$ cat src/rtl/lrc_pkg.sv
// Shared types and constants for the line rasterizer with clipping.
// Used by the interfaces, the front, the queue, the back and the top level.
`timescale 1ns / 1ps
`default_nettype none

package lrc_pkg;

  localparam int COORD_W     = 12;   // signed endpoint width
  localparam int DELTA_W     = 13;   // magnitude of an endpoint difference
  localparam int ERR_W       = 14;   // Bresenham error term, signed
  localparam int PIX_W       = 6;    // screen coordinate width
  localparam int DATA_W      = 8;    // pixel value width
  localparam int SCREEN_W_DEF = 64;
  localparam int SCREEN_H_DEF = 64;
  localparam int QUEUE_DEPTH = 2;    // setup records between front and back

  // One classified line, ready for stepping.
  typedef struct packed {
    logic signed [COORD_W-1:0] major_pos;
    logic signed [COORD_W-1:0] major_end;
    logic signed [COORD_W-1:0] minor_pos;
    logic [DELTA_W-1:0]        delta_major;
    logic [DELTA_W-1:0]        delta_minor;
    logic                      steep_flag;
    logic                      minor_down;
    logic [DATA_W-1:0]         pixel_value;
  } setup_t;

  // One result item.
  typedef struct packed {
    logic              write_valid;
    logic [PIX_W-1:0]  pixel_x;
    logic [PIX_W-1:0]  pixel_y;
    logic [DATA_W-1:0] pixel_data;
    logic              last_of_line;
  } pix_t;

endpackage

`default_nettype wire

$ cat src/rtl/lrc_if.sv
// Valid/ready channel interfaces: line requests in, pixel results out.
// Depends on lrc_pkg for field widths.
`timescale 1ns / 1ps
`default_nettype none

interface lrc_req_if;
  logic                              valid;
  logic                              ready;
  logic signed [lrc_pkg::COORD_W-1:0] start_x;
  logic signed [lrc_pkg::COORD_W-1:0] start_y;
  logic signed [lrc_pkg::COORD_W-1:0] end_x;
  logic signed [lrc_pkg::COORD_W-1:0] end_y;
  logic [lrc_pkg::DATA_W-1:0]         pixel_value;

  modport source (output valid, start_x, start_y, end_x, end_y, pixel_value,
                  input ready);
  modport sink   (input valid, start_x, start_y, end_x, end_y, pixel_value,
                  output ready);
endinterface

interface lrc_pix_if;
  logic                       valid;
  logic                       ready;
  logic                       write_valid;
  logic [lrc_pkg::PIX_W-1:0]  pixel_x;
  logic [lrc_pkg::PIX_W-1:0]  pixel_y;
  logic [lrc_pkg::DATA_W-1:0] pixel_data;
  logic                       last_of_line;

  modport source (output valid, write_valid, pixel_x, pixel_y, pixel_data, last_of_line,
                  input ready);
  modport sink   (input valid, write_valid, pixel_x, pixel_y, pixel_data, last_of_line,
                  output ready);
endinterface

`default_nettype wire

$ cat src/rtl/line_rasterizer_with_clipping_unit.sv
// Top level of the Bresenham line rasterizer with screen clipping.
// Depends on lrc_pkg, lrc_if, lrc_front, lrc_queue and lrc_back.
// Order: a request passes the front register and the queue before the stepper loads
//   it; each write goes out as the next visible point is stepped, the last one after.
// Throughput: one major-axis point per cycle unless output stalls, one line at a time.
// Reset: synchronous, active low; clears all handshake and control state.
`timescale 1ns / 1ps
`default_nettype none

module line_rasterizer_with_clipping_unit #(
  parameter int SCREEN_WIDTH  = lrc_pkg::SCREEN_W_DEF,   // 1 to 64
  parameter int SCREEN_HEIGHT = lrc_pkg::SCREEN_H_DEF    // 1 to 64
) (
  input  logic      clk,
  input  logic      rst_n,
  lrc_req_if.sink   in_req,    // line request: endpoints and pixel value
  lrc_pix_if.source out_pix    // pixel writes, last one of a line marked
);

  // Front -> queue: one classified line per request (steep flag, ordered
  // endpoints, minor step direction, absolute deltas).
  lrc_pkg::setup_t push_data, pop_data;
  logic            push_valid, push_ready;
  logic            pop_valid, pop_ready;

  // Front: input register plus classification. It keeps taking requests
  // while the back end is still drawing, as long as the queue has room.
  lrc_front u_front (
    .clk        (clk),
    .rst_n      (rst_n),
    .in_req     (in_req),
    .push_data  (push_data),
    .push_valid (push_valid),
    .push_ready (push_ready)
  );

  // Queue decouples classification from stepping.
  lrc_queue u_queue (
    .clk        (clk),
    .rst_n      (rst_n),
    .push_data  (push_data),
    .push_valid (push_valid),
    .push_ready (push_ready),
    .pop_data   (pop_data),
    .pop_valid  (pop_valid),
    .pop_ready  (pop_ready)
  );

  // Back: Bresenham stepper. Visible points go through a one-point hold
  // register so the final write of a line can carry the last mark; a line
  // with no visible point ends with a single non-write result. A stalled
  // output holds the stepper.
  lrc_back #(
    .SCREEN_WIDTH  (SCREEN_WIDTH),
    .SCREEN_HEIGHT (SCREEN_HEIGHT)
  ) u_back (
    .clk       (clk),
    .rst_n     (rst_n),
    .pop_data  (pop_data),
    .pop_valid (pop_valid),
    .pop_ready (pop_ready),
    .out_pix   (out_pix)
  );

endmodule

`default_nettype wire

$ cat src/rtl/lrc_front.sv
// Front end: registers a line request and classifies it (steep, order, step sign).
// Depends on lrc_pkg and lrc_req_if.
`timescale 1ns / 1ps
`default_nettype none

module lrc_front (
  input  logic            clk,
  input  logic            rst_n,
  lrc_req_if.sink         in_req,
  output lrc_pkg::setup_t push_data,
  output logic            push_valid,
  input  logic            push_ready
);

  localparam int CW = lrc_pkg::COORD_W;
  localparam int DW = lrc_pkg::DELTA_W;

  logic                         req_v_r;
  logic signed [CW-1:0]         ax_r, ay_r, bx_r, by_r;
  logic [lrc_pkg::DATA_W-1:0]   data_r;

  logic signed [DW-1:0] dx, dy, dmin, dmaj;
  logic [DW-1:0]        adx, ady;
  logic                 steep, swap;
  logic signed [CW-1:0] amaj, amin, bmaj, bmin;

  assign in_req.ready = !req_v_r || push_ready;
  assign push_valid   = req_v_r;

  always_ff @(posedge clk) begin
    if (!rst_n) begin
      req_v_r <= 1'b0;
    end else if (in_req.ready) begin
      req_v_r <= in_req.valid;
    end
  end

  always_ff @(posedge clk) begin
    if (in_req.valid && in_req.ready) begin
      ax_r   <= in_req.start_x;
      ay_r   <= in_req.start_y;
      bx_r   <= in_req.end_x;
      by_r   <= in_req.end_y;
      data_r <= in_req.pixel_value;
    end
  end

  always_comb begin
    dx   = $signed({bx_r[CW-1], bx_r}) - $signed({ax_r[CW-1], ax_r});
    dy   = $signed({by_r[CW-1], by_r}) - $signed({ay_r[CW-1], ay_r});
    adx  = dx[DW-1] ? DW'(-dx) : DW'(dx);
    ady  = dy[DW-1] ? DW'(-dy) : DW'(dy);
    steep = ady > adx;
    dmaj = steep ? dy : dx;
    dmin = steep ? dx : dy;
    amaj = steep ? ay_r : ax_r;
    amin = steep ? ax_r : ay_r;
    bmaj = steep ? by_r : bx_r;
    bmin = steep ? bx_r : by_r;
    // endpoints are swapped when the major coordinate would decrease
    swap = dmaj[DW-1];

    push_data.major_pos   = swap ? bmaj : amaj;
    push_data.major_end   = swap ? amaj : bmaj;
    push_data.minor_pos   = swap ? bmin : amin;
    push_data.delta_major = steep ? ady : adx;
    push_data.delta_minor = steep ? adx : ady;
    push_data.steep_flag  = steep;
    push_data.minor_down  = swap ? !dmin[DW-1] : (dmin[DW-1] || (dmin == '0));
    push_data.pixel_value = data_r;
  end

endmodule

`default_nettype wire

$ cat src/rtl/lrc_queue.sv
// Short queue of classified lines between front and back.
// Depends on lrc_pkg (setup_t, QUEUE_DEPTH).
`timescale 1ns / 1ps
`default_nettype none

module lrc_queue (
  input  logic            clk,
  input  logic            rst_n,
  input  lrc_pkg::setup_t push_data,
  input  logic            push_valid,
  output logic            push_ready,
  output lrc_pkg::setup_t pop_data,
  output logic            pop_valid,
  input  logic            pop_ready
);

  localparam int DEPTH = lrc_pkg::QUEUE_DEPTH;
  localparam int PW    = (DEPTH > 1) ? $clog2(DEPTH) : 1;
  localparam int CNTW  = $clog2(DEPTH + 1);

  lrc_pkg::setup_t  q_r [DEPTH];
  logic [PW-1:0]    wr_ptr_r, rd_ptr_r;
  logic [CNTW-1:0]  cnt_r;
  logic             do_push, do_pop;

  assign push_ready = cnt_r != CNTW'(DEPTH);
  assign pop_valid  = cnt_r != '0;
  assign pop_data   = q_r[rd_ptr_r];
  assign do_push    = push_valid && push_ready;
  assign do_pop     = pop_valid && pop_ready;

  function automatic logic [PW-1:0] ptr_inc(input logic [PW-1:0] p);
    ptr_inc = (p == PW'(DEPTH - 1)) ? '0 : PW'(p + 1'b1);
  endfunction

  always_ff @(posedge clk) begin
    if (!rst_n) begin
      wr_ptr_r <= '0;
      rd_ptr_r <= '0;
      cnt_r    <= '0;
    end else begin
      if (do_push) wr_ptr_r <= ptr_inc(wr_ptr_r);
      if (do_pop)  rd_ptr_r <= ptr_inc(rd_ptr_r);
      case ({do_push, do_pop})
        2'b10:   cnt_r <= CNTW'(cnt_r + 1'b1);
        2'b01:   cnt_r <= CNTW'(cnt_r - 1'b1);
        default: cnt_r <= cnt_r;
      endcase
    end
  end

  always_ff @(posedge clk) begin
    if (do_push) q_r[wr_ptr_r] <= push_data;
  end

endmodule

`default_nettype wire

$ cat src/rtl/lrc_back.sv
// Back end: steps one major-axis point per unstalled cycle, clips to the
// screen, emits pixel writes and marks the last. Uses lrc_pkg, lrc_pix_if.
`timescale 1ns / 1ps
`default_nettype none

module lrc_back #(
  parameter int SCREEN_WIDTH  = lrc_pkg::SCREEN_W_DEF,
  parameter int SCREEN_HEIGHT = lrc_pkg::SCREEN_H_DEF
) (
  input  logic            clk,
  input  logic            rst_n,
  input  lrc_pkg::setup_t pop_data,
  input  logic            pop_valid,
  output logic            pop_ready,
  lrc_pix_if.source       out_pix
);

  localparam int CW = lrc_pkg::COORD_W;
  localparam int DW = lrc_pkg::DELTA_W;
  localparam int EW = lrc_pkg::ERR_W;
  localparam int PW = lrc_pkg::PIX_W;
  localparam int SW = EW + 2;   // width of 2*(error + delta_minor)

  typedef enum logic [2:0] {
    S_IDLE = 3'b001,
    S_STEP = 3'b010,
    S_LAST = 3'b100
  } state_t;

  state_t state_r, state_nxt;

  logic signed [CW-1:0]       major_pos_r, major_end_r, minor_pos_r;
  logic signed [EW-1:0]       error_r;
  logic [DW-1:0]              dmaj_r, dmin_r;
  logic                       steep_r, down_r;
  logic [lrc_pkg::DATA_W-1:0] data_r;

  logic                       hold_v_r;
  logic [PW-1:0]              hold_x_r, hold_y_r;
  logic                       out_v_r;
  lrc_pkg::pix_t              out_r;

  logic signed [CW-1:0] px, py;
  logic                 vis, out_free, need_push, stall, minor_step, at_end;
  logic                 out_load;
  logic signed [SW-1:0] err_sum, twice;
  logic signed [EW-1:0] err_nxt;

  assign out_free  = !out_v_r || out_pix.ready;
  assign pop_ready = state_r == S_IDLE;
  // output register takes a new result this cycle
  assign out_load  = ((state_r == S_STEP) && !stall && need_push) ||
                     ((state_r == S_LAST) && out_free);

  always_comb begin
    px  = steep_r ? minor_pos_r : major_pos_r;
    py  = steep_r ? major_pos_r : minor_pos_r;
    vis = !px[CW-1] && (px[CW-2:0] < (CW-1)'(SCREEN_WIDTH)) &&
          !py[CW-1] && (py[CW-2:0] < (CW-1)'(SCREEN_HEIGHT));
    need_push = vis && hold_v_r;
    stall     = need_push && !out_free;
    at_end    = major_pos_r == major_end_r;
    err_sum   = SW'(error_r) + $signed({{(SW-DW){1'b0}}, dmin_r});
    twice     = err_sum <<< 1;
    minor_step = twice >= $signed({{(SW-DW){1'b0}}, dmaj_r});
    err_nxt   = minor_step ? EW'(err_sum - $signed({{(SW-DW){1'b0}}, dmaj_r}))
                           : EW'(err_sum);
  end

  always_comb begin
    state_nxt = state_r;
    case (state_r)
      S_IDLE:  if (pop_valid) state_nxt = S_STEP;
      S_STEP:  if (!stall && at_end) state_nxt = S_LAST;
      S_LAST:  if (out_free) state_nxt = S_IDLE;
      default: state_nxt = S_IDLE;
    endcase
  end

  always_ff @(posedge clk) begin
    if (!rst_n) begin
      state_r  <= S_IDLE;
      hold_v_r <= 1'b0;
      out_v_r  <= 1'b0;
    end else begin
      state_r <= state_nxt;
      if (out_load) begin
        out_v_r <= 1'b1;
      end else if (out_pix.ready) begin
        out_v_r <= 1'b0;
      end
      case (state_r)
        S_STEP: begin
          if (!stall) begin
            if (vis) hold_v_r <= 1'b1;
          end
        end
        S_LAST: begin
          if (out_free) begin
            hold_v_r <= 1'b0;
          end
        end
        default: ;
      endcase
    end
  end

  // datapath registers
  always_ff @(posedge clk) begin
    case (state_r)
      S_IDLE: begin
        if (pop_valid) begin
          major_pos_r <= pop_data.major_pos;
          major_end_r <= pop_data.major_end;
          minor_pos_r <= pop_data.minor_pos;
          dmaj_r      <= pop_data.delta_major;
          dmin_r      <= pop_data.delta_minor;
          steep_r     <= pop_data.steep_flag;
          down_r      <= pop_data.minor_down;
          data_r      <= pop_data.pixel_value;
          error_r     <= '0;
        end
      end
      S_STEP: begin
        if (!stall) begin
          if (need_push) begin
            out_r.write_valid  <= 1'b1;
            out_r.pixel_x      <= hold_x_r;
            out_r.pixel_y      <= hold_y_r;
            out_r.pixel_data   <= data_r;
            out_r.last_of_line <= 1'b0;
          end
          if (vis) begin
            hold_x_r <= px[PW-1:0];
            hold_y_r <= py[PW-1:0];
          end
          if (minor_step) begin
            minor_pos_r <= down_r ? CW'(minor_pos_r - 1'b1) : CW'(minor_pos_r + 1'b1);
          end
          error_r     <= err_nxt;
          major_pos_r <= CW'(major_pos_r + 1'b1);
        end
      end
      S_LAST: begin
        if (out_free) begin
          out_r.write_valid  <= hold_v_r;
          out_r.pixel_x      <= hold_v_r ? hold_x_r : '0;
          out_r.pixel_y      <= hold_v_r ? hold_y_r : '0;
          out_r.pixel_data   <= hold_v_r ? data_r : '0;
          out_r.last_of_line <= 1'b1;
        end
      end
      default: ;
    endcase
  end

  assign out_pix.valid        = out_v_r;
  assign out_pix.write_valid  = out_r.write_valid;
  assign out_pix.pixel_x      = out_r.pixel_x;
  assign out_pix.pixel_y      = out_r.pixel_y;
  assign out_pix.pixel_data   = out_r.pixel_data;
  assign out_pix.last_of_line = out_r.last_of_line;

  // nothing held over from a finished line
  a_idle_no_hold: assert property (@(posedge clk) disable iff (!rst_n)
    (state_r == S_IDLE) |-> !hold_v_r)
    else $error("held point survives end of line");

  // stepping never runs past the end of the major axis
  a_step_in_range: assert property (@(posedge clk) disable iff (!rst_n)
    (state_r == S_STEP) |-> (major_pos_r <= major_end_r))
    else $error("major position beyond end");

  // leaving the final phase always presents the line's last result
  a_last_emitted: assert property (@(posedge clk) disable iff (!rst_n)
    (state_r == S_LAST && out_free) |=> (out_v_r && out_r.last_of_line))
    else $error("last result not presented");

  // an empty result only ever closes a line
  a_empty_is_last: assert property (@(posedge clk) disable iff (!rst_n)
    (out_v_r && !out_r.write_valid) |-> out_r.last_of_line)
    else $error("non-write result without last mark");

endmodule

`default_nettype wire

$ cat src/flat_wrapper.sv
// flat-port wrapper written by rule: the top's interface ports become plain ports
module line_rasterizer_with_clipping_unit_flat 
#(
  parameter int SCREEN_WIDTH  = lrc_pkg::SCREEN_W_DEF,             
  parameter int SCREEN_HEIGHT = lrc_pkg::SCREEN_H_DEF              
)
  (clk, rst_n, in_req_valid, in_req_start_x, in_req_start_y, in_req_end_x, in_req_end_y, in_req_pixel_value, in_req_ready, out_pix_valid, out_pix_write_valid, out_pix_pixel_x, out_pix_pixel_y, out_pix_pixel_data, out_pix_last_of_line, out_pix_ready);
  lrc_req_if in_req_i ();
  lrc_pix_if out_pix_i ();
  input  logic clk;
  input  logic rst_n;
  input wire logic [$bits(in_req_i.valid)-1:0] in_req_valid;
  input wire logic [$bits(in_req_i.start_x)-1:0] in_req_start_x;
  input wire logic [$bits(in_req_i.start_y)-1:0] in_req_start_y;
  input wire logic [$bits(in_req_i.end_x)-1:0] in_req_end_x;
  input wire logic [$bits(in_req_i.end_y)-1:0] in_req_end_y;
  input wire logic [$bits(in_req_i.pixel_value)-1:0] in_req_pixel_value;
  output wire logic [$bits(in_req_i.ready)-1:0] in_req_ready;
  output wire logic [$bits(out_pix_i.valid)-1:0] out_pix_valid;
  output wire logic [$bits(out_pix_i.write_valid)-1:0] out_pix_write_valid;
  output wire logic [$bits(out_pix_i.pixel_x)-1:0] out_pix_pixel_x;
  output wire logic [$bits(out_pix_i.pixel_y)-1:0] out_pix_pixel_y;
  output wire logic [$bits(out_pix_i.pixel_data)-1:0] out_pix_pixel_data;
  output wire logic [$bits(out_pix_i.last_of_line)-1:0] out_pix_last_of_line;
  input wire logic [$bits(out_pix_i.ready)-1:0] out_pix_ready;
  assign in_req_i.valid = in_req_valid;
  assign in_req_i.start_x = in_req_start_x;
  assign in_req_i.start_y = in_req_start_y;
  assign in_req_i.end_x = in_req_end_x;
  assign in_req_i.end_y = in_req_end_y;
  assign in_req_i.pixel_value = in_req_pixel_value;
  assign in_req_ready = in_req_i.ready;
  assign out_pix_valid = out_pix_i.valid;
  assign out_pix_write_valid = out_pix_i.write_valid;
  assign out_pix_pixel_x = out_pix_i.pixel_x;
  assign out_pix_pixel_y = out_pix_i.pixel_y;
  assign out_pix_pixel_data = out_pix_i.pixel_data;
  assign out_pix_last_of_line = out_pix_i.last_of_line;
  assign out_pix_i.ready = out_pix_ready;
  line_rasterizer_with_clipping_unit #(.SCREEN_WIDTH(SCREEN_WIDTH), .SCREEN_HEIGHT(SCREEN_HEIGHT)) u_core (.clk(clk), .rst_n(rst_n), .in_req(in_req_i), .out_pix(out_pix_i));
endmodule
$ cat config.mk
export PLATFORM = sky130hd
export DESIGN_NAME = line_rasterizer_with_clipping_unit_flat
export DESIGN_NICKNAME = d
export VERILOG_FILES = /design/src/rtl/lrc_pkg.sv /design/src/rtl/lrc_if.sv /design/src/rtl/line_rasterizer_with_clipping_unit.sv /design/src/rtl/lrc_front.sv /design/src/rtl/lrc_queue.sv /design/src/rtl/lrc_back.sv /design/src/flat_wrapper.sv
export SDC_FILE = /design/constraint.sdc
export NUM_CORES = 1
export LEC_CHECK = 0
export BUFFER_PORTS_ARGS = -buffer_cell sky130_fd_sc_hd__buf_4
export CAP_MARGIN = 20
export CORE_MARGIN = 1.5
export CORE_UTILIZATION = 43
export CTS_CLUSTER_SIZE = 25
export DETAILED_ROUTE_END_ITERATION = 7
export PLACE_DENSITY = 0.62
export SYNTH_ARGS = -nofsm -noshare
export SYNTH_HDL_FRONTEND = slang
export SYNTH_HIERARCHICAL = 1
export SYNTH_SLANG_ARGS = --single-unit
$ cat constraint.sdc
create_clock -name clk -period 6.74 [get_ports clk]
set_input_delay 2.022 -clock clk [delete_from_list [all_inputs] [get_ports clk]]
set_output_delay 2.022 -clock clk [all_outputs]
set_load 0.1 [all_outputs]
After elaboration in Yosys (flattened, before gate mapping)
Memory sizes are Yosys's and may differ from the RTL's. A register that Yosys moved wholly into a read port is not among the register bits.
Index checks and enable logic that the tools add are counted.
- register bits: 186
- bits in writable memories: 144
- input port bits: 60
- output and inout bits: 24
- logic and storage cells: 149
- memories: 1
- memories (name ; depth ; bits a word ; rd ports ; clocked after Yosys merged registers in ; wr ports ; line ; RTL):
    u_core.u_queue.q_r ; 2 ; 72 ; 1 ; 1 ; 1 ; lrc_queue.sv:21 ; lrc_pkg::setup_t q_r [DEPTH];
- add/subtract/negate cells: 13
- $lt $le $gt $ge: 4
- eq/ne operators: 14
- muxes and demuxes: 52
- bitwise gates (word level): 1
- reduce and logical (&&, ||, !) cells: 36
- operators with widths (kind ; count):
    $mux 12 ; 15
    $mux 13 ; 6
    $mux 22 ; 3
    $pmux 12 s2 ; 2
    $pmux 22 s2 ; 1
    $mux 14 ; 3
    $pmux 14 s2 ; 1
    $neg 13->13 ; 2
    $sub 12x12->13 ; 2
    $add 12x1->12 const B ; 2
    $lt 11x7->1 const B ; 2
    $ge 16x14->1 ; 1
    $add 14x14->15 ; 1
    $ne 2x2->1 const B ; 7
    $sub 14x14->14 ; 1
    $gt 13x13->1 ; 1
    $logic_not 13->1 ; 1
    $eq 12x12->1 ; 1
    $logic_and 1x1->1 ; 12
    $mux 1 ; 12
    $mux 6 ; 2
    $reduce_and 4->1 ; 3
    $sub 12x1->12 const B ; 1
    $reduce_bool 2->1 ; 5
    other kinds (19) ; 33

Longest topological paths before layout
Gate-level depths: netlist of run 1.
- depth after elaboration: 12
- gate-level depth with buffers: 23
- mapped depth without buffers: 21

Modules after synthesis
The synthesis of run 1 kept the hierarchy.
- by module, submodules not included (module ; instances ; cells an instance ; area each (µm²) ; sequential area each (µm²)):
    lrc_back ; 1 ; 595 ; 6940.4 ; 3703.6
    lrc_queue ; 1 ; 248 ; 5410.2 ; 4424.2
    lrc_front ; 1 ; 507 ; 5081.1 ; 1701.6

Worst setup path after synthesis of run 1
No wires, ideal clock.
- path kind: flip-flop to flip-flop
- start point: register u_core.u_queue.cnt_r[0]
- end point: register u_core.u_back.minor_pos_r[0], enable pin
- arrival: 5384 ps
- path slack: 972 ps
- stages on the path, launching flop included: 6
- clock period less this slack: 5768 ps
- cells stage by stage: dfxtp_1 -> or2_2 -> nand2_1 -> nor3_1 -> a21o_1 -> a21boi_1
- word-level cells in the longest chain between the ends: 3
- ends and longest elaborated chain (element ; line ; RTL):
    start, declared ; lrc_queue.sv:23 ; logic [CNTW-1:0] cnt_r;
    start signal, assigned ; lrc_queue.sv:45 ; 2'b10: cnt_r <= CNTW'(cnt_r + 1'b1);
    start signal, assigned ; lrc_queue.sv:46 ; 2'b01: cnt_r <= CNTW'(cnt_r - 1'b1);
    start signal, assigned ; lrc_queue.sv:47 ; default: cnt_r <= cnt_r;
    $reduce_bool 2->1 ; lrc_queue.sv:27 ; assign pop_valid = cnt_r != '0;
    via u_core.pop_valid ; line_rasterizer_with_clipping_unit.sv:24 ; logic pop_valid, pop_ready;
    $ne 2x2->1 (no source line) ; -- ;
    $reduce_and 4->1 (no source line) ; -- ;
    end signal, assigned ; lrc_back.sv:115 ; minor_pos_r <= pop_data.minor_pos;
    end signal, assigned ; lrc_back.sv:138 ; minor_pos_r <= down_r ? CW'(minor_pos_r - 1'b1) : CW'(minor_pos_r + 1'b1);
    end, declared ; lrc_back.sv:32 ; logic signed [CW-1:0] major_pos_r, major_end_r, minor_pos_r;
The timed path passes the listed nets, and every way through them passes these cells.
A chain may end at the register's enable or synchronous reset.

==> results of run 1 <==
worst register-to-register path, delay by kind of cell (launching register included):
kind / cells / cell delay [ps]
buf+inv: 3 / 680
mux: 3 / 710
flops: 1 / 410
compound gates: 8 / 2520
simple gates: 2 / 490
fa+ha+maj: 2 / 660
xor+xnor: 1 / 330
through the flow:
stage / power (W) / area (µm²)
2_1_floorplan: 0.007414 / 17430
3_3_place_gp: 0.008470 / 18630
3_5_place_dp: 0.008552 / 18630
4_1_cts: 0.01047 / 19730
5_1_grt: 0.01115 / 19740
6_report: 0.01038 / 19740
layer usage:
metal	up-vias	share of wire, %	global-route usage, %
met5	-	0	0
met4	0	2.0	5.830
met3	52	4.8	2.599
met2	227	45	28.26
met1	5191	48	26.65
li1	5276	-	-
path summary, 6_finish.rpt:
path	from	to	slack, ps	cells after the start
hold reg to reg	u_core/u_front/data_r[3]$_DFFE_PP_	u_core/u_queue/q_r[1][3]$_DFFE_PP_	440	0
hold / removal	u_core/u_front/data_r[3]$_DFFE_PP_	u_core/u_queue/q_r[1][3]$_DFFE_PP_	440	0
setup reg to reg	u_core/u_front/by_r[3]$_DFFE_PP_	u_core/u_queue/q_r[0][70]$_DFFE_PP_	640	19
setup / recovery	u_core/u_front/by_r[3]$_DFFE_PP_	u_core/u_queue/q_r[0][70]$_DFFE_PP_	640	19
sequential cells by signal, summed over array words and instances, names as in the netlist, 2 cells and up, named ones only:
signal,cells
u_core/u_back/out_pix.pixel_data,8
u_core/u_back/out_pix.pixel_x,6
u_core/u_back/minor_pos_r,12
u_core/u_front/by_r,12
u_core/u_back/error_r,14
u_core/u_front/data_r,8
u_core/u_back/hold_y_r,6
u_core/u_back/state_r,3
u_core/u_back/data_r,8
u_core/u_queue/cnt_r,2
u_core/u_back/major_end_r,12
u_core/u_front/bx_r,12
u_core/u_back/dmaj_r,13
u_core/u_back/dmin_r,13
u_core/u_back/out_pix.pixel_y,6
u_core/u_front/ax_r,12
u_core/u_front/ay_r,12
u_core/u_back/hold_x_r,6
u_core/u_queue/q_r,144
u_core/u_back/major_pos_r,12
cell families (layout without fill, tap and decap cells):
family          Yosys count  after routing  share of synthesized area (%)
compound gates          245            245                          9.762
xor+xnor                 85             85                          4.271
fa+ha+maj                94             94                          6.962
buf+inv                 128            242                          3.043
flops                   331            331                          56.39
mux                     183            183                          11.17
simple gates            284            284                          8.405
cell usage in the layout, fill, tap and decap left out, types with 29 or more instances in the layout:
cell type  count
nor2_1        51
ha_1          89
clkbuf_16     36
nand2_1       67
xnor2_1       43
nand3_1       29
inv_1         79
xor2_1        42
buf_4         99
o21ai_0       54
mux2i_1      100
mux2_2        82
edfxtp_1     320
nor2b_1       40
a21oi_1       48
power groups by stage:
stage	registers, W	clock network (W)	logic (W)
2_1_floorplan	0.00336	0	0.00406
3_5_place_dp	0.00347	0	0.00508
5_1_grt	0.00349	0.00200	0.00566
4_1_cts	0.00343	0.00192	0.00511
3_3_place_gp	0.00346	0	0.00501
6_report	0.00343	0.00186	0.00509
cell type report:
cell class,instances,share of cell area [%]
Clock buffer,40,4.640
Clock inverter,21,0.9319
Multi-Input combinational cell,891,35.93
Tap cell,525,3.328
Timing Repair Buffer,100,3.823
Sequential cell,331,49.81
Inverter,81,1.540
==> impl_metrics.ini, run 1 <==
[setup_path]
end_kind = flip-flop
crit_fanout = 26
critPathLaunchType = flip-flop
critical_path_arrival_ps = 6370
crit_type = flip-flop to flip-flop
slowest_delay_ps = 780
worst-path-buf-inv = 3
crit_path_top_delay_cell = a41o_1
cp.required_ps = 7010
cp_top_family = compound AO/OA/AOI/OAI gates
worstPathCellList = ha_1, or2_2, o211ai_1, a21oi_1, o21ai_0, a41o_1, o21ai_0, xor2_1, inv_1, ha_1, and4_1, a221o_1, a211oi_2, a31o_2, inv_2, mux2i_4, buf_4, mux2i_1, mux2i_1

[timing]
rsz0062_at_grt = no
fin_ws_ps = 643.7
maxSlewViolCount = 0
tightest_slew_ps = 1038
finalCriticalPeriod_ps = 6096
setup_viol = 0
fmax_mhz = 164.0
finalHoldViolations = 0
fin_crit_sh_pct = 90.45
fin_worst_hold_slack_ps = 439.6
clock_skew_ps = 23.20
slew_headroom_pct = 30.83
tns_ps = 0

[layout]
fin_cells = 1989
final_net_count = 1595
drive_above_1_share_pct = 17.83
fill_cells = 3521
n_antenna_cell = 0
seqCellArea_um2 = 9831
multiInputGateArea_um2 = 7092
area_growth_pct = 13.23
utilization_pct = 49.56

[synth]
async_flop_share_pct = 0
synth_area_um2 = 17430
synthTopCellsByCount = edfxtp_1 (320), mux2i_1 (100), ha_1 (89)
synth_top_cell_area_share_pct = 55.12
seq_area_frac_synth_pct = 56.39
synth_most_common_cell = edfxtp_1
synthTopCellsByArea = edfxtp_1 (55%), ha_1 (6.4%), mux2i_1 (5.7%)
synthCells = 1350
synth.largest_area_cell = edfxtp_1
synth_edf_count = 320
synth_nets = 1504
synth_warnings = 6
synth_ff_type = edfxtp_1
postSynthAreaPerCell_um2 = 12.91
synth_cell_types = 79
ys_ff_latch = 331

[floorplan]
fp.dieH_um = 204.3
start_util_pct = 43.77
coreArea_um2 = 39820
core.rowCount = 73
die-area_um2 = 41750
pin_count = 84
die_x_um = 204.3

[global_route]
first_global_vias = 10447
grt.overflow.total = 0
grtUsageTotal_pct = 18.33
grt_max_degree = 73
grt_pass1_wl_um = 58760
antenna_found_initial = 0

[power_and_ir_drop]
p_leak_nw = 7.525
netSwitchingPower_w = 0.004050
power_frac_seq_pct = 33.0
p_sw_share_pct = 39.02
vdd_drop_max_mv = 0.2750
intPower_w = 0.006329
pwr-share-clk_pct = 17.9
combPwrFrac_pct = 49.0
p_per_area_nw_per_um2 = 525.9

[status]
status = complete, no violations

[routing]
vias = 10746
routedWlPerCell_um = 18.71
wirelength_um = 37210
ant_nets = 0
drc = 0
drt-initial-drc-count = 621
via_per_inst = 5.403
firstDrtPassIters = 5

[cts]
clock_path_buffers = 3
cts_sinks = 331
ctsResizeCount = 0
root_buffer = clkbuf_16
ctsHoldBuffers = 0
h-tree-depth = 2
cts_buffers = 36
postCtsSetupBuffers = 0
clk_latency_ps = 560
tritoncts = built
clkTransAtPathRegs_ps = 60

[placed_design]
gp_congestion = 0.9000
place_hpwl_um = 26580
placedCellCount = 1927
numPortBuffers = 83
place_ws_ps = 633.4

[hold_path]
hp-class = flip-flop to flip-flop

[job]
cap_violations = 0
No activity file was read; power rests on OpenSTA's default activity.
==> run 2, diff against run 1 <==
- PLACE_DENSITY: 0.62 -> 0.65
- clock period: 6.74 -> 5.3 ns (I/O delays scaled with it)
==> run 2 against run 1 <==
Die area did not move; worst setup slack worse by 570 ps; hold slack improved by 7.1 ps; clock skew fell by 3.7 ps; utilization increased by 1.8 points; flip-flop and latch count unchanged; combinational power up 36%; via count up 1.9%; clock power increased by 38%; global-route usage is essentially flat; non-clock buffer count up 32; first-iteration DRC count down 1.6%.
==> impl_metrics.ini, run 2 (synthesized netlist as in run 1, its figures left out) <==
[status]
status = complete, no violations

[global_route]
grtUsageTotal_pct = 18.37
grt_pass1_wl_um = 59730
antenna_found_initial = 0
first_global_vias = 10904
grt.overflow.total = 0
grt_max_degree = 60

[timing]
rsz0062_at_grt = yes
slew_headroom_pct = 34.59
finalHoldViolations = 0
maxSlewViolCount = 0
setup_viol = 0
clock_skew_ps = 19.49
tns_ps = 0
finalCriticalPeriod_ps = 5231
fin_crit_sh_pct = 98.69
tightest_slew_ps = 978.8
fmax_mhz = 191.2

[setup_path]
cp.required_ps = 5560
critical_path_arrival_ps = 5490
rrSetupSlack_ps = 70
r2r_start = u_core/u_front/ay_r[3]$_DFFE_PP_
worstPathCellList = inv_1, ha_4, or2_2, o211ai_1, buf_4, buf_4, or4b_1, o311a_4, and4_1, a31oi_2, xnor2_2, inv_1, ha_1, a21o_1, a21o_1, a21o_1, a211oi_2, a31o_2, inv_4, mux2i_4, buf_12, clkbuf_16, mux2i_1, mux2i_1
end_kind = flip-flop
crit_fanout = 5
r2r-end = u_core/u_queue/q_r[0][41]$_DFFE_PP_
slowest_delay_ps = 450
crit_type = flip-flop to flip-flop
crit_path_top_delay_cell = or4b_1
worst-r2r-cell-count = 24
cp_common_cell = a21o_1
critPathLaunchType = flip-flop

[floorplan]
coreArea_um2 = 39820
start_util_pct = 43.77
fp.dieH_um = 204.3
die-area_um2 = 41750
core.rowCount = 73
die_x_um = 204.3
pin_count = 84

[cts]
clock_path_buffers = 3
h-tree-depth = 2
cts_sinks = 331
root_buffer = clkbuf_16
clkTransAtPathRegs_ps = 60
clk_latency_ps = 540
ctsHoldBuffers = 0
tritoncts = built
cts_buffers = 37

[placed_design]
numPortBuffers = 83
placedCellCount = 1940
place_hpwl_um = 27250
gp_congestion = 0.8852
post_dp_cell_area_um2 = 18740

[layout]
fin_cells = 2025
largest_register_ffs = 144
area_growth_pct = 17.26
regMostFlops = u_core/u_queue/q_r
n_antenna_cell = 0
drive_above_1_share_pct = 22.53
final_net_count = 1628
top_regs = u_core/u_queue/q_r: 144 flops, u_core/u_back/error_r: 14 flops
design_area_um2 = 20440
mostFrequentLayoutCells = edfxtp_1 (320), buf_4 (124), mux2i_1 (87)
final_common_cell = edfxtp_1

[routing]
routedWlPerCell_um = 18.96
wirelength_um = 38400
ant_nets = 0
drt-initial-drc-count = 611
via_per_inst = 5.407
firstDrtPassIters = 4
drc = 0
vias = 10949

[hold_path]
hold_start = u_core/u_front/data_r[6]$_DFFE_PP_
hold_depth = 0
hp-class = flip-flop to flip-flop
holdPathEnd = u_core/u_queue/q_r[1][6]$_DFFE_PP_

[power_and_ir_drop]
p_per_area_nw_per_um2 = 677.7
vdd_drop_max_mv = 0.3025
p_leak_nw = 7.795
p_total_w = 0.01385

[job]
cap_violations = 0
run 2: cell types whose count changed in the layout (fill, tap and decap cells not counted), moves of 4 or more:
cell / before / now
xnor2_1: 43 / 38
buf_4: 99 / 124
xnor2_2: 0 / 5
mux2i_2: 0 / 9
mux2i_1: 100 / 87
mux2i_4: 1 / 5
clkbuf_16: 36 / 40
run 2: area by class of cell:
cell class,count,area (µm²)
Clock inverter,22,249.0
Timing Repair Buffer,132,1072
Inverter,81,306.5
Tap cell,525,656.9
Multi-Input combinational cell,891,7356
Sequential cell,331,9831
Clock buffer,43,969.7
Fill cell,3428,19380
run 2: worst max path at each step:
stage | cells past startpoint | slack [ps] | startpoint | to
after floorplan | 22 | 40 | u_core/u_front/ay_r[0]$_DFFE_PP_ | u_core/u_queue/q_r[0][40]$_DFFE_PP_
after global placement | 22 | -20 | u_core/u_front/ay_r[0]$_DFFE_PP_ | u_core/u_queue/q_r[0][62]$_DFFE_PP_
after detailed placement | 22 | -60 | u_core/u_front/ay_r[0]$_DFFE_PP_ | u_core/u_queue/q_r[1][62]$_DFFE_PP_
after CTS | 20 | 10 | u_core/u_front/by_r[2]$_DFFE_PP_ | u_core/u_queue/q_r[1][62]$_DFFE_PP_
after global routing | 24 | -40 | u_core/u_front/ay_r[3]$_DFFE_PP_ | u_core/u_queue/q_r[1][62]$_DFFE_PP_
final | 24 | 70 | u_core/u_front/ay_r[3]$_DFFE_PP_ | u_core/u_queue/q_r[0][41]$_DFFE_PP_
run 2: metrics by stage:
step | utilization [%] | hold WS, ps | setup WS [ps]
global route | 51.33 | 459.0 | -44.08
CTS | 50.16 | 445.3 | 13.85
global placement | 47.07 | 422.7 | -15.98
floorplan | - | 421.5 | 36.73
finish | 51.33 | 446.7 | 69.48
detailed placement | 47.07 | 434.3 | -62.65
run 2: timing repair:
action                                  4_1_cts  5_1_grt
gates resized for setup                       3       48
cloned                                        0        3
endpoints found under the setup margin       37      107
pin swaps                                     0       13
setup buffers                                 0       16
run 2: power breakdown:
group | internal [W] | switching [W] | total, W | leakage, nW
clock network | 0.00152 | 0.00104 | 0.00256 | 0.588
logic | 0.00298 | 0.00393 | 0.00691 | 4.14
registers | 0.00401 | 0.000379 | 0.00439 | 3.07
run 2: per-layer routing:
metal | part of all wire [%] | GRT usage, %
met1 | 47 | 25.11
met2 | 47 | 30.02
met3 | 4.1 | 2.934
met4 | 1.9 | 5.620
met5 | 0 | 0
run 2: critical path: cells and delay by family, from the launching register on:
| family | cells | cell delay (ps) |
|---|---|---|
| AOI/OAI and AO/OA | 8 | 1330 |
| xor gates and xnor gates | 1 | 170 |
| adders and majority gates | 2 | 540 |
| buffers and inverters | 7 | 870 |
| DFF | 1 | 440 |
| muxes | 3 | 630 |
| and+or+nand+nor | 3 | 970 |
==> run 3, diff against run 2 <==
- GPL_TIMING_DRIVEN: default -> 0
- PLACE_DENSITY: 0.65 -> 0.64
- SLEW_MARGIN: default -> 0
- SYNTH_HIERARCHICAL: 1 -> default
==> run 3 against run 2 <==
Die area is 1.3% higher; sequential power is 2% lower; power is 8.6% higher; flip-flop and latch count stayed put; maximum frequency is 5.3% lower; register-to-register slack worse by 290 ps; clock skew is 5.5 ps higher; largest cell class unchanged; synthesized cell count is 3.0% higher; the flow now finishes with violations (negative setup slack); critical path type unchanged; combinational power is 19% higher.
==> impl_metrics.ini, run 3 <==
[global_route]
first_global_vias = 11428
grtUsageTotal_pct = 19.15
grt_max_degree = 45
antenna_found_initial = 0
grt.overflow.total = 0
grt_pass1_wl_um = 61950

[routing]
drc = 0
vias = 11684
drt-met1-wl_um = 17760
ant_nets = 0
wl_met2_um = 19360
wirelength_um = 40300
drt-initial-drc-count = 622
routedWlPerCell_um = 18.96
highest_layer = met4
firstDrtPassIters = 7
via_per_inst = 5.498
dr_wl_met3_um = 1962

[placed_design]
post_dp_cell_area_um2 = 19150
place_ws_ps = -1505
gp_congestion = 0.9078
place_hpwl_um = 29040
numPortBuffers = 83

[layout]
top_regs = u_core.u_queue.q_r: 144 flops, u_core.u_back.error_r: 14 flops
n_antenna_cell = 0
largest_register_ffs = 144
regMostFlops = u_core.u_queue.q_r
mostFrequentLayoutCells = edfxtp_1 (320), buf_4 (120), ha_1 (83)
drive_above_1_share_pct = 25.49
design_area_um2 = 21770
final_common_cell = edfxtp_1
area_growth_pct = 23.21
final_net_count = 1721

[timing]
fmax_mhz = 181.0
slew_headroom_pct = 27.21
rsz0062_at_grt = yes
tns_ps = -13000
maxSlewViolCount = 0
fin_ws_ps = -224.3
finalCriticalPeriod_ps = 5524
clock_skew_ps = 25.02
tightest_slew_ps = 1064
fin_crit_sh_pct = 104.2
setup_viol = 76
finalHoldViolations = 0

[synth]
synth_most_common_cell = edfxtp_1
synth_warnings = 0
synth_nets = 1545
seq_area_frac_synth_pct = 55.63
synth_top_cell_area_share_pct = 54.39
synthTopCellsByCount = edfxtp_1 (320), mux2i_1 (131), ha_1 (89)
synth_edf_count = 320
ys_ff_latch = 331
synth_area_um2 = 17670
synthTopCellsByArea = edfxtp_1 (54%), mux2i_1 (7.4%), ha_1 (6.3%)
synth_cell_types = 80
synth_ff_type = edfxtp_1
synthCells = 1391
postSynthAreaPerCell_um2 = 12.70
async_flop_share_pct = 0
synth.largest_area_cell = edfxtp_1

[setup_path]
end_kind = flip-flop
worstPathCellList = ha_4, fa_2, buf_6, nand4b_1, o32a_1, o22a_1, nor4_2, o211ai_1, buf_4, o41ai_4, xnor2_1, ha_1, nand4_1, nor2_2, a21boi_4, a2111oi_4, a41oi_2, buf_6, mux2i_4, buf_12, buf_12, buf_6, mux2i_4, mux2i_2
slowest_delay_ps = 460
worst-path-buf-inv = 6
cp_common_cell = buf_6
cp.required_ps = 5580
crit_path_top_delay_cell = edfxtp_1
critical_path_arrival_ps = 5810
cp_top_family = compound AO/OA/AOI/OAI gates
crit_type = flip-flop to flip-flop
critPathLaunchType = flip-flop
crit_fanout = 5

[floorplan]
start_util_pct = 43.47
pin_count = 84
coreArea_um2 = 40650
die_x_um = 205.7
fp.dieH_um = 205.7
core.rowCount = 74
die-area_um2 = 42310

[cts]
tritoncts = built
clk_latency_ps = 560
cts_sinks = 331
cts_buffers = 37
clock_path_buffers = 3
clkTransAtPathRegs_ps = 60
root_buffer = clkbuf_16
ctsHoldBuffers = 0
h-tree-depth = 2

[status]
status = finished, violations left
violations = negative setup slack

[power_and_ir_drop]
p_total_w = 0.01504
vdd_drop_max_mv = 0.3308
p_leak_nw = 8.075
p_per_area_nw_per_um2 = 691.1

[hold_path]
hp-class = flip-flop to flip-flop

[job]
cap_violations = 0
==> run 3: cell types whose count changed after synthesis, sizes merged, moves of 11 or more <==
cell,delta
a21oi,+15
mux2,-23
mux2i,+30
o21ai,+18
xnor2,+11
xor2,-14
==> run 3: worst paths after layout <==
path | from | to | slack [ps] | cells past startpoint
worst min register to register | u_core.u_front.data_r[2]$_DFFE_PP_ | u_core.u_queue.q_r[0][2]$_DFFE_PP_ | 440 | 0
worst min-delay path | u_core.u_front.data_r[2]$_DFFE_PP_ | u_core.u_queue.q_r[0][2]$_DFFE_PP_ | 440 | 0
worst max register to register | u_core.u_front.ay_r[0]$_DFFE_PP_ | u_core.u_queue.q_r[1][38]$_DFFE_PP_ | -220 | 24
worst max-delay path | u_core.u_front.ay_r[0]$_DFFE_PP_ | u_core.u_queue.q_r[1][38]$_DFFE_PP_ | -220 | 24
==> run 3: kinds of logic (layout without fill, tap and decap cells) <==
group | after synthesis | count (layout) | share of synthesized area [%]
and+or+nand+nor | 304 | 304 | 9.015
adders and majority gates | 94 | 94 | 6.869
xor gates and xnor gates | 82 | 82 | 4.065
AOI/OAI and AO/OA | 265 | 265 | 10.42
DFF | 331 | 331 | 55.63
muxes | 190 | 190 | 11.18
buffers and inverters | 125 | 327 | 2.819
==> run 3: area by class of cell <==
class | instances | area (µm²)
clock inverters | 18 | 201.4
plain buffers | 44 | 307.8
clock buffers | 47 | 984.7
repair buffers | 137 | 1236
multi-input cells | 935 | 8239
fillers | 3311 | 18880
well taps | 532 | 665.6
flip-flops and latches | 331 | 9829
inverters | 81 | 304.0
==> run 3: layer usage <==
metal | vias to the layer above | global-route usage (%)
met1 | 5668 | 24.70
li1 | 5615 | -
met5 | - | 0
met2 | 326 | 32.42
met3 | 75 | 3.326
met4 | 0 | 6.674
==> run 3: report_power, final <==
part           internal (W)  switching, W  leakage (nW)
logic               0.00372       0.00449          4.43
clock network       0.00147       0.00105         0.572
registers           0.00398      0.000331          3.07
total               0.00918       0.00587          8.07
==> run 3: per-stage QoR <==
stage          hold slack, ps  util (%)  std cells
2_1_floorplan           421.5         -       1391
6_report                445.0     53.56       2125
3_5_place_dp            433.2     47.10       2014
3_3_place_gp            423.6     46.64       2006
5_1_grt                 459.5     53.56       2125
4_1_cts                 447.3     52.85       2116
==> run 3: repair_timing <==
action                     CTS  global route
gates cloned                 3             1
buffers inserted            34             7
pin swaps                   23             7
resized for setup          164            45
setup endpoints to repair  124           122
